--- config.mk ---
export PLATFORM = sky130hd
export DESIGN_NAME = drag_gesture_detector
export DESIGN_NICKNAME = d
export VERILOG_FILES = /design/src/rtl/core/dgd_pkg.sv /design/src/rtl/core/drag_gesture_detector.sv /design/src/rtl/core/dgd_in_reg.sv /design/src/rtl/core/dgd_tracker.sv /design/src/rtl/core/dgd_out_reg.sv
export SDC_FILE = /design/constraint.sdc
export NUM_CORES = 1
export LEC_CHECK = 0
export BUFFER_PORTS_ARGS = -buffer_cell sky130_fd_sc_hd__buf_4
export CORE_MARGIN = 4
export CORE_UTILIZATION = 40
export CTS_CLUSTER_DIAMETER = 150
export DETAILED_ROUTE_END_ITERATION = 10
export SLEW_MARGIN = 30
export SYNTH_ARGS = -nofsm -noshare
export SYNTH_HDL_FRONTEND = slang
export SYNTH_SLANG_ARGS = --single-unit
--- constraint.sdc ---
create_clock -name clk -period 14.93 [get_ports clk]
set_clock_uncertainty 0.15 [all_clocks]
set_input_delay 4.479 -clock clk [delete_from_list [all_inputs] [get_ports clk]]
set_output_delay 4.479 -clock clk [all_outputs]
set_load 0.01 [all_outputs]
--- src/rtl/core/dgd_pkg.sv ---
// Shared types and constants for the drag gesture detector.
package dgd_pkg;

  localparam int COORD_WIDTH_DEF      = 16;
  localparam int POINTER_ID_WIDTH_DEF = 4;

  localparam int ACTION_W        = 2;
  localparam int BUTTON_W        = 3;
  localparam int GESTURE_PHASE_W = 2;
  localparam int THRESHOLD_W     = 17;

  localparam logic [THRESHOLD_W-1:0] THRESHOLD_RST = 17'd25;
  localparam logic [BUTTON_W-1:0]    BUTTON_LEFT   = 3'd0;

  typedef enum logic [ACTION_W-1:0] {
    ACT_PRESS   = 2'd0,
    ACT_MOVE    = 2'd1,
    ACT_RELEASE = 2'd2
  } action_t;

  typedef enum logic [1:0] {
    PH_IDLE     = 2'd0,
    PH_PRESSED  = 2'd1,
    PH_DRAGGING = 2'd2
  } phase_t;

  typedef enum logic [GESTURE_PHASE_W-1:0] {
    GP_STARTED  = 2'd0,
    GP_UPDATED  = 2'd1,
    GP_FINISHED = 2'd2
  } gesture_t;

endpackage

--- src/rtl/core/drag_gesture_detector.sv ---
// Drag gesture detector top level: input register, tracker, result register.
//
// Takes one pointer event request per clock cycle unless a stalled result
// register holds it back, and gives a started, updated or finished result when
// the tracked pointer drags past the threshold, moves on, or is released. An
// event sits in the input register while the tracker works on it
// combinationally; any result is then loaded into the result register, which
// drives out_tvalid until the sink takes it. The sustained rate is one event
// per cycle while the result register is not stalled; a stalled result register
// holds back only events that give a result, and events that give none drain
// at once. The threshold is written through cfg_wr_en/cfg_wr_data; the user
// must write it only while no event is in flight, as the block itself does not
// enforce this; it resets to 25.
module drag_gesture_detector
  import dgd_pkg::*;
#(
  parameter int COORD_WIDTH      = COORD_WIDTH_DEF,
  parameter int POINTER_ID_WIDTH = POINTER_ID_WIDTH_DEF
) (
  input  logic                   clk,
  input  logic                   rst_n,
  // action, button, pointer_id, pos_x, pos_y (from bit 0 up), zero padded
  input  logic                   in_tvalid,
  output logic                   in_tready,
  input  logic [((ACTION_W + BUTTON_W + POINTER_ID_WIDTH + 2 * COORD_WIDTH + 7) / 8) * 8 - 1:0]
                                 in_tdata,
  // gesture_phase, start_x, start_y, cur_x, cur_y, delta_x, delta_y
  // (from bit 0 up), zero padded
  output logic                   out_tvalid,
  input  logic                   out_tready,
  output logic [((GESTURE_PHASE_W + 6 * COORD_WIDTH + 2 + 7) / 8) * 8 - 1:0]
                                 out_tdata,
  input  logic                   cfg_wr_en,
  input  logic [THRESHOLD_W-1:0] cfg_wr_data
);

  localparam int IN_TDATA_W  =
    ((ACTION_W + BUTTON_W + POINTER_ID_WIDTH + 2 * COORD_WIDTH + 7) / 8) * 8;
  localparam int OUT_TDATA_W = ((GESTURE_PHASE_W + 6 * COORD_WIDTH + 2 + 7) / 8) * 8;

  logic                        item_vld, advance, slot_free;
  logic [ACTION_W-1:0]         item_action;
  logic [BUTTON_W-1:0]         item_button;
  logic [POINTER_ID_WIDTH-1:0] item_pointer_id;
  logic [COORD_WIDTH-1:0]      item_pos_x, item_pos_y;

  logic                        res_vld;
  logic [GESTURE_PHASE_W-1:0]  res_phase;
  logic [COORD_WIDTH-1:0]      res_start_x, res_start_y, res_cur_x, res_cur_y;
  logic [COORD_WIDTH:0]        res_delta_x, res_delta_y;

  // event leaves the input register when it gives no result or the result
  // register can take one this cycle
  assign advance = item_vld && (!res_vld || slot_free);

  dgd_in_reg #(
    .COORD_WIDTH      (COORD_WIDTH),
    .POINTER_ID_WIDTH (POINTER_ID_WIDTH),
    .IN_TDATA_W       (IN_TDATA_W)
  ) u_in_reg (
    .clk             (clk),
    .rst_n           (rst_n),
    .in_tvalid       (in_tvalid),
    .in_tready       (in_tready),
    .in_tdata        (in_tdata),
    .advance         (advance),
    .item_vld        (item_vld),
    .item_action     (item_action),
    .item_button     (item_button),
    .item_pointer_id (item_pointer_id),
    .item_pos_x      (item_pos_x),
    .item_pos_y      (item_pos_y)
  );

  dgd_tracker #(
    .COORD_WIDTH      (COORD_WIDTH),
    .POINTER_ID_WIDTH (POINTER_ID_WIDTH)
  ) u_tracker (
    .clk             (clk),
    .rst_n           (rst_n),
    .cfg_wr_en       (cfg_wr_en),
    .cfg_wr_data     (cfg_wr_data),
    .advance         (advance),
    .item_action     (item_action),
    .item_button     (item_button),
    .item_pointer_id (item_pointer_id),
    .item_pos_x      (item_pos_x),
    .item_pos_y      (item_pos_y),
    .res_vld         (res_vld),
    .res_phase       (res_phase),
    .res_start_x     (res_start_x),
    .res_start_y     (res_start_y),
    .res_cur_x       (res_cur_x),
    .res_cur_y       (res_cur_y),
    .res_delta_x     (res_delta_x),
    .res_delta_y     (res_delta_y)
  );

  dgd_out_reg #(
    .COORD_WIDTH (COORD_WIDTH),
    .OUT_TDATA_W (OUT_TDATA_W)
  ) u_out_reg (
    .clk         (clk),
    .rst_n       (rst_n),
    .load        (advance && res_vld),
    .res_phase   (res_phase),
    .res_start_x (res_start_x),
    .res_start_y (res_start_y),
    .res_cur_x   (res_cur_x),
    .res_cur_y   (res_cur_y),
    .res_delta_x (res_delta_x),
    .res_delta_y (res_delta_y),
    .slot_free   (slot_free),
    .out_tvalid  (out_tvalid),
    .out_tready  (out_tready),
    .out_tdata   (out_tdata)
  );

endmodule

--- src/rtl/core/dgd_in_reg.sv ---
// Input register: holds one pointer event request and unpacks its fields.
module dgd_in_reg
  import dgd_pkg::*;
#(
  parameter int COORD_WIDTH      = COORD_WIDTH_DEF,
  parameter int POINTER_ID_WIDTH = POINTER_ID_WIDTH_DEF,
  parameter int IN_TDATA_W       = 48
) (
  input  logic                        clk,
  input  logic                        rst_n,
  input  logic                        in_tvalid,
  output logic                        in_tready,
  input  logic [IN_TDATA_W-1:0]       in_tdata,
  input  logic                        advance,
  output logic                        item_vld,
  output logic [ACTION_W-1:0]         item_action,
  output logic [BUTTON_W-1:0]         item_button,
  output logic [POINTER_ID_WIDTH-1:0] item_pointer_id,
  output logic [COORD_WIDTH-1:0]      item_pos_x,
  output logic [COORD_WIDTH-1:0]      item_pos_y
);

  localparam int PID_LO = ACTION_W + BUTTON_W;
  localparam int PX_LO  = PID_LO + POINTER_ID_WIDTH;
  localparam int PY_LO  = PX_LO + COORD_WIDTH;
  localparam int IN_BITS = PY_LO + COORD_WIDTH;

  logic               vld_r, vld_nxt;
  logic [IN_BITS-1:0] data_r;
  logic               load;

  assign in_tready = !vld_r || advance;
  assign load      = in_tvalid && in_tready;

  always_comb begin
    vld_nxt = vld_r;
    if (load) begin
      vld_nxt = 1'b1;
    end else if (advance) begin
      vld_nxt = 1'b0;
    end
  end

  always_ff @(posedge clk) begin
    if (!rst_n) begin
      vld_r <= 1'b0;
    end else begin
      vld_r <= vld_nxt;
    end
  end

  always_ff @(posedge clk) begin
    if (load) begin
      data_r <= in_tdata[IN_BITS-1:0];
    end
  end

  assign item_vld        = vld_r;
  assign item_action     = data_r[ACTION_W-1:0];
  assign item_button     = data_r[PID_LO-1:ACTION_W];
  assign item_pointer_id = data_r[PX_LO-1:PID_LO];
  assign item_pos_x      = data_r[PY_LO-1:PX_LO];
  assign item_pos_y      = data_r[IN_BITS-1:PY_LO];

endmodule

--- src/rtl/core/dgd_tracker.sv ---
// Gesture state machine, tracked pointer, positions and result forming.
module dgd_tracker
  import dgd_pkg::*;
#(
  parameter int COORD_WIDTH      = COORD_WIDTH_DEF,
  parameter int POINTER_ID_WIDTH = POINTER_ID_WIDTH_DEF
) (
  input  logic                        clk,
  input  logic                        rst_n,
  input  logic                        cfg_wr_en,
  input  logic [THRESHOLD_W-1:0]      cfg_wr_data,
  input  logic                        advance,
  input  logic [ACTION_W-1:0]         item_action,
  input  logic [BUTTON_W-1:0]         item_button,
  input  logic [POINTER_ID_WIDTH-1:0] item_pointer_id,
  input  logic [COORD_WIDTH-1:0]      item_pos_x,
  input  logic [COORD_WIDTH-1:0]      item_pos_y,
  output logic                        res_vld,
  output logic [GESTURE_PHASE_W-1:0]  res_phase,
  output logic [COORD_WIDTH-1:0]      res_start_x,
  output logic [COORD_WIDTH-1:0]      res_start_y,
  output logic [COORD_WIDTH-1:0]      res_cur_x,
  output logic [COORD_WIDTH-1:0]      res_cur_y,
  output logic [COORD_WIDTH:0]        res_delta_x,
  output logic [COORD_WIDTH:0]        res_delta_y
);

  localparam int DIST_W = COORD_WIDTH + 2;
  localparam int CMP_W  = (DIST_W > THRESHOLD_W) ? DIST_W : THRESHOLD_W;

  phase_t                      phase_r, phase_nxt;
  logic [THRESHOLD_W-1:0]      thr_r;
  logic [POINTER_ID_WIDTH-1:0] track_id_r;
  logic [COORD_WIDTH-1:0]      start_x_r, start_y_r, last_x_r, last_y_r;

  logic                        capture_start, capture_last;
  logic                        same;
  logic signed [COORD_WIDTH:0] px_e, py_e, sx_e, sy_e, lx_e, ly_e;
  logic signed [COORD_WIDTH:0] ds_x, ds_y, dl_x, dl_y;
  logic [COORD_WIDTH:0]        mag_x, mag_y;
  logic [DIST_W-1:0]           man_dist;
  logic                        past_thr;
  gesture_t                    kind;

  assign same = (item_pointer_id == track_id_r);

  assign px_e = {item_pos_x[COORD_WIDTH-1], item_pos_x};
  assign py_e = {item_pos_y[COORD_WIDTH-1], item_pos_y};
  assign sx_e = {start_x_r[COORD_WIDTH-1], start_x_r};
  assign sy_e = {start_y_r[COORD_WIDTH-1], start_y_r};
  assign lx_e = {last_x_r[COORD_WIDTH-1], last_x_r};
  assign ly_e = {last_y_r[COORD_WIDTH-1], last_y_r};

  assign ds_x = px_e - sx_e;
  assign ds_y = py_e - sy_e;
  assign dl_x = px_e - lx_e;
  assign dl_y = py_e - ly_e;

  // |d| fits in COORD_WIDTH+1 bits unsigned
  assign mag_x    = ds_x[COORD_WIDTH] ? (-ds_x) : ds_x;
  assign mag_y    = ds_y[COORD_WIDTH] ? (-ds_y) : ds_y;
  assign man_dist = {1'b0, mag_x} + {1'b0, mag_y};
  assign past_thr = CMP_W'(man_dist) > CMP_W'(thr_r);

  always_comb begin
    phase_nxt     = phase_r;
    capture_start = 1'b0;
    capture_last  = 1'b0;
    res_vld       = 1'b0;
    kind          = GP_UPDATED;
    case (action_t'(item_action))
      ACT_PRESS: begin
        if (phase_r == PH_IDLE && item_button == BUTTON_LEFT) begin
          phase_nxt     = PH_PRESSED;
          capture_start = 1'b1;
          capture_last  = 1'b1;
        end
      end
      ACT_MOVE: begin
        if (same) begin
          case (phase_r)
            PH_PRESSED: begin
              if (past_thr) begin
                phase_nxt    = PH_DRAGGING;
                capture_last = 1'b1;
                res_vld      = 1'b1;
                kind         = GP_STARTED;
              end
            end
            PH_DRAGGING: begin
              capture_last = 1'b1;
              res_vld      = 1'b1;
              kind         = GP_UPDATED;
            end
            default: ;
          endcase
        end
      end
      ACT_RELEASE: begin
        if (same && (phase_r == PH_PRESSED || phase_r == PH_DRAGGING)) begin
          phase_nxt = PH_IDLE;
          res_vld   = 1'b1;
          kind      = GP_FINISHED;
        end
      end
      default: ;
    endcase
  end

  always_ff @(posedge clk) begin
    if (!rst_n) begin
      phase_r    <= PH_IDLE;
      thr_r      <= THRESHOLD_RST;
      track_id_r <= '0;
      start_x_r  <= '0;
      start_y_r  <= '0;
      last_x_r   <= '0;
      last_y_r   <= '0;
    end else begin
      if (cfg_wr_en) begin
        thr_r <= cfg_wr_data;
      end
      if (advance) begin
        phase_r <= phase_nxt;
        if (capture_start) begin
          track_id_r <= item_pointer_id;
          start_x_r  <= item_pos_x;
          start_y_r  <= item_pos_y;
        end
        if (capture_last) begin
          last_x_r <= item_pos_x;
          last_y_r <= item_pos_y;
        end
      end
    end
  end

  assign res_phase   = kind;
  assign res_start_x = start_x_r;
  assign res_start_y = start_y_r;
  assign res_cur_x   = (kind == GP_FINISHED) ? last_x_r : item_pos_x;
  assign res_cur_y   = (kind == GP_FINISHED) ? last_y_r : item_pos_y;
  assign res_delta_x = (kind == GP_STARTED) ? '0 : dl_x;
  assign res_delta_y = (kind == GP_STARTED) ? '0 : dl_y;

endmodule

--- src/rtl/core/dgd_out_reg.sv ---
// Result register: holds one gesture result until the sink takes it.
module dgd_out_reg
  import dgd_pkg::*;
#(
  parameter int COORD_WIDTH = COORD_WIDTH_DEF,
  parameter int OUT_TDATA_W = 104
) (
  input  logic                       clk,
  input  logic                       rst_n,
  input  logic                       load,
  input  logic [GESTURE_PHASE_W-1:0] res_phase,
  input  logic [COORD_WIDTH-1:0]     res_start_x,
  input  logic [COORD_WIDTH-1:0]     res_start_y,
  input  logic [COORD_WIDTH-1:0]     res_cur_x,
  input  logic [COORD_WIDTH-1:0]     res_cur_y,
  input  logic [COORD_WIDTH:0]       res_delta_x,
  input  logic [COORD_WIDTH:0]       res_delta_y,
  output logic                       slot_free,
  output logic                       out_tvalid,
  input  logic                       out_tready,
  output logic [OUT_TDATA_W-1:0]     out_tdata
);

  localparam int OUT_BITS = GESTURE_PHASE_W + 4 * COORD_WIDTH + 2 * (COORD_WIDTH + 1);

  logic                vld_r, vld_nxt;
  logic [OUT_BITS-1:0] data_r;

  assign slot_free = !vld_r || out_tready;

  always_comb begin
    vld_nxt = vld_r;
    if (load) begin
      vld_nxt = 1'b1;
    end else if (out_tready) begin
      vld_nxt = 1'b0;
    end
  end

  always_ff @(posedge clk) begin
    if (!rst_n) begin
      vld_r <= 1'b0;
    end else begin
      vld_r <= vld_nxt;
    end
  end

  always_ff @(posedge clk) begin
    if (load) begin
      data_r <= {res_delta_y, res_delta_x, res_cur_y, res_cur_x,
                 res_start_y, res_start_x, res_phase};
    end
  end

  assign out_tvalid = vld_r;
  assign out_tdata  = OUT_TDATA_W'(data_r);

endmodule

==> flow_summary.toml <==
[run_status]
status = "completed"

[routing]
ant_nets = 0
routedWlPerCell_um = 16.2
drt_pass1_iterations = 5
via_per_inst = 5.01
drt_iter0_drc = 520
drt-total-wl_mm = 31.3
route.detailed.drc = 0
vias = 9652

[floorplan]
core_area_um2 = 32700
dieArea_um2 = 36400
rows = 66
start_util = 0.408
io_pins = 176
die_x_um = 191
fp.dieH_um = 191

[power]
p_seq_frac = 0.364
switching_power_mw = 0.586
ir_drop_mv = 0.0886
p_int_mw = 1.36
power.share.clock = 0.355
p_per_area_nw_per_um2 = 122
finalPower_mw = 1.95
swShare = 0.301
leakage_nw = 6.43
combPwrFrac = 0.281

[timing]
tightest_slew_ps = 955
hold_slack_ps = 307
period_share = 0.845
fin_crit_ps = 12610
fmax_mhz = 79.3
drv_slew = 0
finalSetupViolCount = 0
slew_headroom = 0.362
hold_viol = 0
tns_ps = 0
fin_ws_ps = 2320
rsz0062_at_grt = "false"

[worst_setup_path]
cp_max_fo = 16
worst_path_max_delay_cell = "o21ai_1"
cp.arrival_ps = 7980
path_class = "flip-flop to output pin"
cpMostUsedCell = "ha_1"
r2r_slack_ps = 5490
cpPeakStageDelay_ps = 560
timing.rr.end = "u_out_reg.data_r[77]"
reg2reg_from = "u_in_reg.data_r[9]"
reg2reg_depth = 32
required_ps = 10300
cp-start-kind = "flip-flop"
critPathCaptureType = "output pin"

[yosys]
yosysWarnings = 0
yosys.area.top_type = "edfxtp_1"
async_flop_share = 0
synth-seq-area-share = 0.451
synth.avg_cell_area_um2 = 10.3
synth_edf_count = 141
synthTopCellsByArea = "edfxtp_1 32%, dfxtp_1 13%, ha_1 10%"
synth_top_area_share = 0.317
synth_area_um2 = 13400
ys_types = 68
synthCells = 1299
synth-seq-cells = 230
ys.flop_type = "edfxtp_1"

[global_routing]
grt_pass1_wl_mm = 49.3
grt_max_degree = 84
grt_pass1_vias = 9285
grt_overflow_total = 0
antenna_found_initial = 0
gr-usage-all-layers = 0.167

[cts]
holdBufCountCts = 0
cts_resized = 0
numCtsBuffers = 26
cts_tree = "yes"
clk_latency_ps = 530
clock_path_buffers = 3
clock-sinks = 230
clk_pin_slew_ps = 70
cts_max_level = 1
cts-root-buf = "clkbuf_16"
cts_setup_buffers = 0

[job]
drv_cap = 0

[cells_and_area]
postLayoutCoreUtil = 0.489
fin_cells = 1927
diodes = 0
fin_nets = 1647
areaGrowthSynthToFinish_pct = 19.8
final_area_um2 = 16000
drive_above_1_share = 0.180

[place]
place_ws_ps = 2650
globalplace.congestion = 0.885
dpl.hpwl_mm = 23.4
post_dp_cell_area_um2 = 15100
placed_cells = 1879
port_buffers = 164

[min_path]
hold_start = "u_tracker.res_start_x[8]"
hold-path-endpoint = "u_out_reg.data_r[10]"
min_path_cells = 0
hp-class = "flip-flop to flip-flop"
-- routing by layer --
metal  vias up  global-route usage  share of wire  routed length [um]
li1       4903                   -              -                   -
met1      4497               0.242           0.49               15300
met2       204               0.262           0.44               13700
met3        48              0.0258          0.048                1500
met4         0              0.0439          0.024                 745
met5         -                   0              0                   0
-- power groups by stage --
stage | Clock, mW | Sequential, mW | Combinational [mW]
after global placement | 0 | 0.721 | 0.536
after global routing | 0.739 | 0.710 | 0.622
after CTS | 0.711 | 0.708 | 0.549
after detailed placement | 0 | 0.722 | 0.543
after floorplan | 0 | 0.714 | 0.418
final | 0.690 | 0.708 | 0.547
-- logic make-up after synthesis --
group | synth area share
AOI/OAI and AO/OA | 0.111
xor gates and xnor gates | 0.0576
adders and majority gates | 0.108
buffers and inverters | 0.0465
DFF | 0.451
muxes | 0.0884
other | 0.000281
and+or+nand+nor | 0.138
-- synth_stat cells, types with 5 or more instances --
master and count:
edfxtp_1 141, nand2_1 121, inv_1 112, ha_1 107
dfxtp_1 89, mux2i_1 85, nor2_1 81, nor2b_1 67
a21oi_1 66, xnor2_1 56, o21ai_0 41, xor2_1 30
mux2_2 28, clkbuf_1 22, a21o_1 18, nor3_1 18
o21a_1 18, nand3_1 17, nand2b_1 16, or3_1 13
buf_4 11, o211ai_1 11, a211oi_1 9, a31oi_1 8
o31ai_1 8, a21boi_0 7, and2_1 7, nand4_1 7
and3_1 6, fa_1 5, o31a_1 5
-- final cells by class --
type	instances	area, um^2
Fill cell	3112	16700
Multi-Input combinational cell	921	6770
Sequential cell	230	6020
Timing Repair Buffer	173	1300
Clock buffer	32	724
Tap cell	442	553
Inverter	113	424
Clock inverter	16	214
-- state kept, by name, summed over array words and instances, names as in the netlist --
signal,flops
u_in_reg.item_vld,1
u_tracker.phase_r,2
u_tracker.track_id_r,4
u_out_reg.data_r,100
u_in_reg.data_r,41
u_tracker.thr_r,17
u_tracker.last_x_r,16
u_tracker.res_start_x,16
u_tracker.res_start_y,16
u_out_reg.out_tvalid,1
u_tracker.last_y_r,16
-- how the worst max path moves through the flow --
stage | from | end | slack [ps] | cells after the start
floorplan | u_in_reg.data_r[11] | u_out_reg.data_r[0] | 4270 | 30
global placement | u_in_reg.data_r[9] | in_tready | 2680 | 31
detailed placement | u_in_reg.data_r[9] | in_tready | 2650 | 31
CTS | u_in_reg.data_r[9] | in_tready | 2030 | 31
global route | u_in_reg.data_r[9] | in_tready | 1660 | 31
finish | u_in_reg.data_r[9] | in_tready | 2320 | 31
-- critical path: cells and delay by family (launching register included) --
kind / cells / cell delay [ps]
compound gates: 16 / 3500
xor+xnor: 2 / 250
flops: 1 / 370
simple gates: 7 / 1750
buf+inv: 2 / 290
fa+ha+maj: 4 / 1260
-- placed cells by master (no fill, tap or decap), drive strengths merged, types with 6 or more instances in the layout --
cell    count
a21o       18
ha        107
inv       114
a31oi       8
mux2i      86
a21oi      68
nand4       7
nand2     121
a211oi      9
dfxtp      89
nor2b      67
nand3      17
clkinv      8
mux2       28
nand2b     16
edfxtp    141
and2        7
o21ai      44
a21boi      8
xnor2      56
nor2       81
buf       173
or3        13
o211ai     11
xor2       31
clkbuf     32
o31ai       8
o21a       18
nor3       19
and3        6
No activity file was read; power rests on OpenSTA's default activity.
